$ cat src/hdl/osel_pkg.sv
// Shared types and constants for the order statistic select unit.
package osel_pkg;

   localparam int OSEL_DEPTH = 128;

   localparam logic [1:0] OP_LOAD  = 2'd0;
   localparam logic [1:0] OP_QUERY = 2'd1;
   localparam logic [1:0] OP_CLEAR = 2'd2;

   typedef struct packed {
      logic [1:0]         opcode;
      logic signed [31:0] value;
      logic [7:0]         rank;
   } osel_req_type;

   typedef struct packed {
      logic signed [31:0] selected;
      logic               rank_error;
   } osel_rsp_type;

   // Broadcast from the sequencer to every cell of the chain.
   typedef struct packed {
      logic               load;
      logic               snap;
      logic               shift;
      logic signed [31:0] value;
   } osel_ctl_type;

endpackage

$ cat src/hdl/osel_cell.sv
// One sorting cell: holds one ordered value and one stage of the readout chain.
module osel_cell (
   input  logic                  clock,
   input  osel_pkg::osel_ctl_type ctl,
   input  logic                  occupied,
   input  logic signed [31:0]    prev_val,
   input  logic                  prev_gt,
   input  logic signed [31:0]    next_rd,
   output logic signed [31:0]    val,
   output logic                  gt,
   output logic signed [31:0]    rd
);
   import osel_pkg::*;

   logic signed [31:0] val_ff;
   logic signed [31:0] val_in;
   logic signed [31:0] rd_ff;
   logic signed [31:0] rd_in;

   // An empty cell counts as larger than any incoming value.
   assign gt = ~occupied | (val_ff > ctl.value);

   always_comb begin
      val_in = val_ff;
      if (ctl.load && gt) begin
         // take the left neighbor's value if it moves right, else the new one
         val_in = prev_gt ? prev_val : ctl.value;
      end
   end

   always_comb begin
      rd_in = rd_ff;
      if (ctl.snap) begin
         rd_in = val_ff;
      end else if (ctl.shift) begin
         rd_in = next_rd;
      end
   end

   always_ff @(posedge clock) begin
      val_ff <= val_in;
      rd_ff  <= rd_in;
   end

   assign val = val_ff;
   assign rd  = rd_ff;

endmodule

$ cat config.mk
export PLATFORM = sky130hd
export DESIGN_NAME = osel_cell
export DESIGN_NICKNAME = d
export VERILOG_FILES = /design/src/hdl/osel_pkg.sv /design/src/hdl/osel_cell.sv
export SDC_FILE = /design/constraint.sdc
export NUM_CORES = 1
export LEC_CHECK = 0
export ABC_AREA = 1
export BUFFER_PORTS_ARGS = -buffer_cell sky130_fd_sc_hd__buf_2
export CAP_MARGIN = 40
export CORE_UTILIZATION = 42
export DETAILED_ROUTE_END_ITERATION = 6
export PLACE_DENSITY = 0.76
export SKIP_LAST_GASP = 1
export SLEW_MARGIN = 20
export SYNTH_ARGS = -nofsm -noshare
export SYNTH_HDL_FRONTEND = slang
export SYNTH_SLANG_ARGS = --single-unit
export TNS_END_PERCENT = 100
$ cat constraint.sdc
create_clock -name clock -period 2.7 [get_ports clock]
set_input_delay 0.405 -clock clock [delete_from_list [all_inputs] [get_ports clock]]
set_output_delay 0.405 -clock clock [all_outputs]
set_load 0.02 [all_outputs]
==> run metrics <==
# setup viols final 0; drt pass-1 iters 5; DRT Wirelength between 8 and 9 mm; DR vias 3,164; Tcrit/Tclk final between 90 and 100%; register area share after synthesis approximately 54%; synth-to-layout area growth 33.6%; Startpoint Class flip-flop; slew margin rel. 51.1%; Die Ht 93.7 um; overall power approximately 2700 uW; Pins Over Slew Limit 0; die area between 8000 and 9000 sq um; Post-Syn Area approximately 3500 sq um; Layout Utilization roughly 58%; IO Port Bufs around 170; FP Rows 33; CP Max Fanout 3; # nets final between 600 and 700; Placer Congestion between 0.7 and 0.8; Max H-tree Level 3; DRC 0; largest net degree at the start of global routing 39; clock buffer depth 2; most common cell after layout, fill and taps aside buf_2; first-pass GRT wire length 13.6 mm; R2R Path Start val[15]; DRT iter0 DRCs just under 90; unrepaired setup endpoints after global routing no; CTS tree built; Clock Tree Root clkbuf_8; hold path start next_rd[26]; Synth Instances 387; fillers roughly 740; Arrival @ worst endpoint between 2000 and 2500 ps; Yosys warnings 0; syn_nets approximately 520; hold depth 3; Worst-path clk slew 80 ps; worst endpoint required time roughly 2300 ps; max-cap violations 0; post-route ant nets 0; core area just over 8000 sq um; vias in the first global route about 3,000; HPWL after DPL just under 7 mm; P_leak 0.00247 uW; hold path endpoint rd[26]; CTS buffer count 9; Skew-Pair Late Insertion Delay around 330 ps; CTS sink cnt 64; reg2reg path depth 11; RR Endpoint val[9]; antenna violations before repair 0; # diodes 0; Die X around 94 um; post-synthesis area per instance about 9.1 sq um; Yosys cell types 22; Avg WL per Cell between 10 and 15 um; most frequent cells in the layout 165 x buf_2, 163 x nand2_1, 64 x edfxtp_1, 38 x inv_1, 34 x o21ai_0; final hold vios 0; crit end category primary output; Final Critical Period 2550 ps; Hold-fix buffers, CTS 0; Peak Freq slightly below 0.4 GHz; vias per cell 4.74; total grt overflow 0; I/O pins 167; Final TNS setup 0 ps; PD cells 562 nW/um^2; flop-to-flop setup slack between 400 and 500 ps; Worst VDD drop about 0.00026 V; Tot GR Track Use between 20% and 30%; Hold Crit Class in2reg; Fin Clk Skew roughly 13 ps; kind of critical path reg2out; share of layout cells above drive strength 1 35.7%; Worst Tran Pin Value roughly 730 ps; FF+latch count, synth 64; status complete, no violations; Starting Density between 40% and 50%
## per-stage QoR
step,hold WS [ps],cell area (sq um),setup WS (ps),instances
6_report,335,4720,148,668
2_1_floorplan,584,3540,198,387
3_3_place_gp,565,4520,397,650
5_1_grt,334,4720,16.3,668
4_1_cts,320,4700,92.7,666
3_5_place_dp,567,4520,322,650
## critical path, cell delays in order (launching register included)
cell      delay (ps)
edfxtp_1         430
ha_1             320
a21oi_1          160
o21ai_0          120
a21oi_1          150
nand2_1           90
nand2_1           70
nand2_1           50
nand2_1           70
nand3_2          100
nand2_1          110
buf_4            140
## layer usage
metal  vias up  share of wire, %  global-route usage [%]
met5         -                 0                       0
met4         0              0.81                    7.82
met3         7               6.8                    4.13
met2       128                50                    36.4
met1      1423                42                    24.6
li1       1606                 -                       -
## power by group
part | leakage, uW | internal, uW | switching [uW]
clock network | 0.0000922 | 418 | 361
registers | 0.000644 | 1210 | 47.5
logic | 0.00174 | 234 | 375
## logic make-up after synthesis
kind of cell / after synthesis / share of synthesized area (%)
AND/OR/NAND/NOR: 181 / 20.2
flip-flops: 64 / 54.4
buffers and inverters: 57 / 6.06
AO/OA/AOI/OAI: 52 / 7.72
adder cells (fa/ha/maj): 32 / 11.3
multiplexers: 1 / 0.319
## sequential cells by signal (all words and copies together), names as in the netlist
signal,cells
val,32
rd,32
## cells in the mapped netlist, drive strengths merged
cell type | count | area share [%]
nand2 | 165 | 18
edfxtp | 64 | 54
inv | 42 | 4.5
o21ai | 34 | 4.8
ha | 32 | 11
a21oi | 15 | 2.2
clkbuf | 14 | 1.5
nor2 | 10 | 1.2
nand3 | 3 | 0.57
nand4 | 2 | 0.53
o21a | 2 | 0.46
a21o | 1 | 0.21
clkinv | 1 | 0.11
mux2 | 1 | 0.32
or2 | 1 | 0.18
## what timing repair did
item                       CTS  global route
gates resized for setup      0             2
setup buffers                0             2
setup endpoints to repair    0             1
## worst max-delay path by stage
| stage | startpoint | endpoint |
|---|---|---|
| floorplan | val[31] | val[0] |
| global placement | ctl[13] | val[6] |
| detailed placement | ctl[15] | val[2] |
| CTS | val[15] | gt |
| global route | val[15] | gt |
| finish | val[15] | gt |
## final cells by class
cell class	count	area, sq um	area share, %
Sequential cell	64	1920	40.7
Multi-Input combinational cell	266	1410	29.8
Timing Repair Buffer	174	918	19.5
Inverter	43	161	3.42
Clock buffer	11	131	2.78
Tap cell	105	131	2.78
Clock inverter	5	47.5	1.01
(Power assumes the default switching activity.)
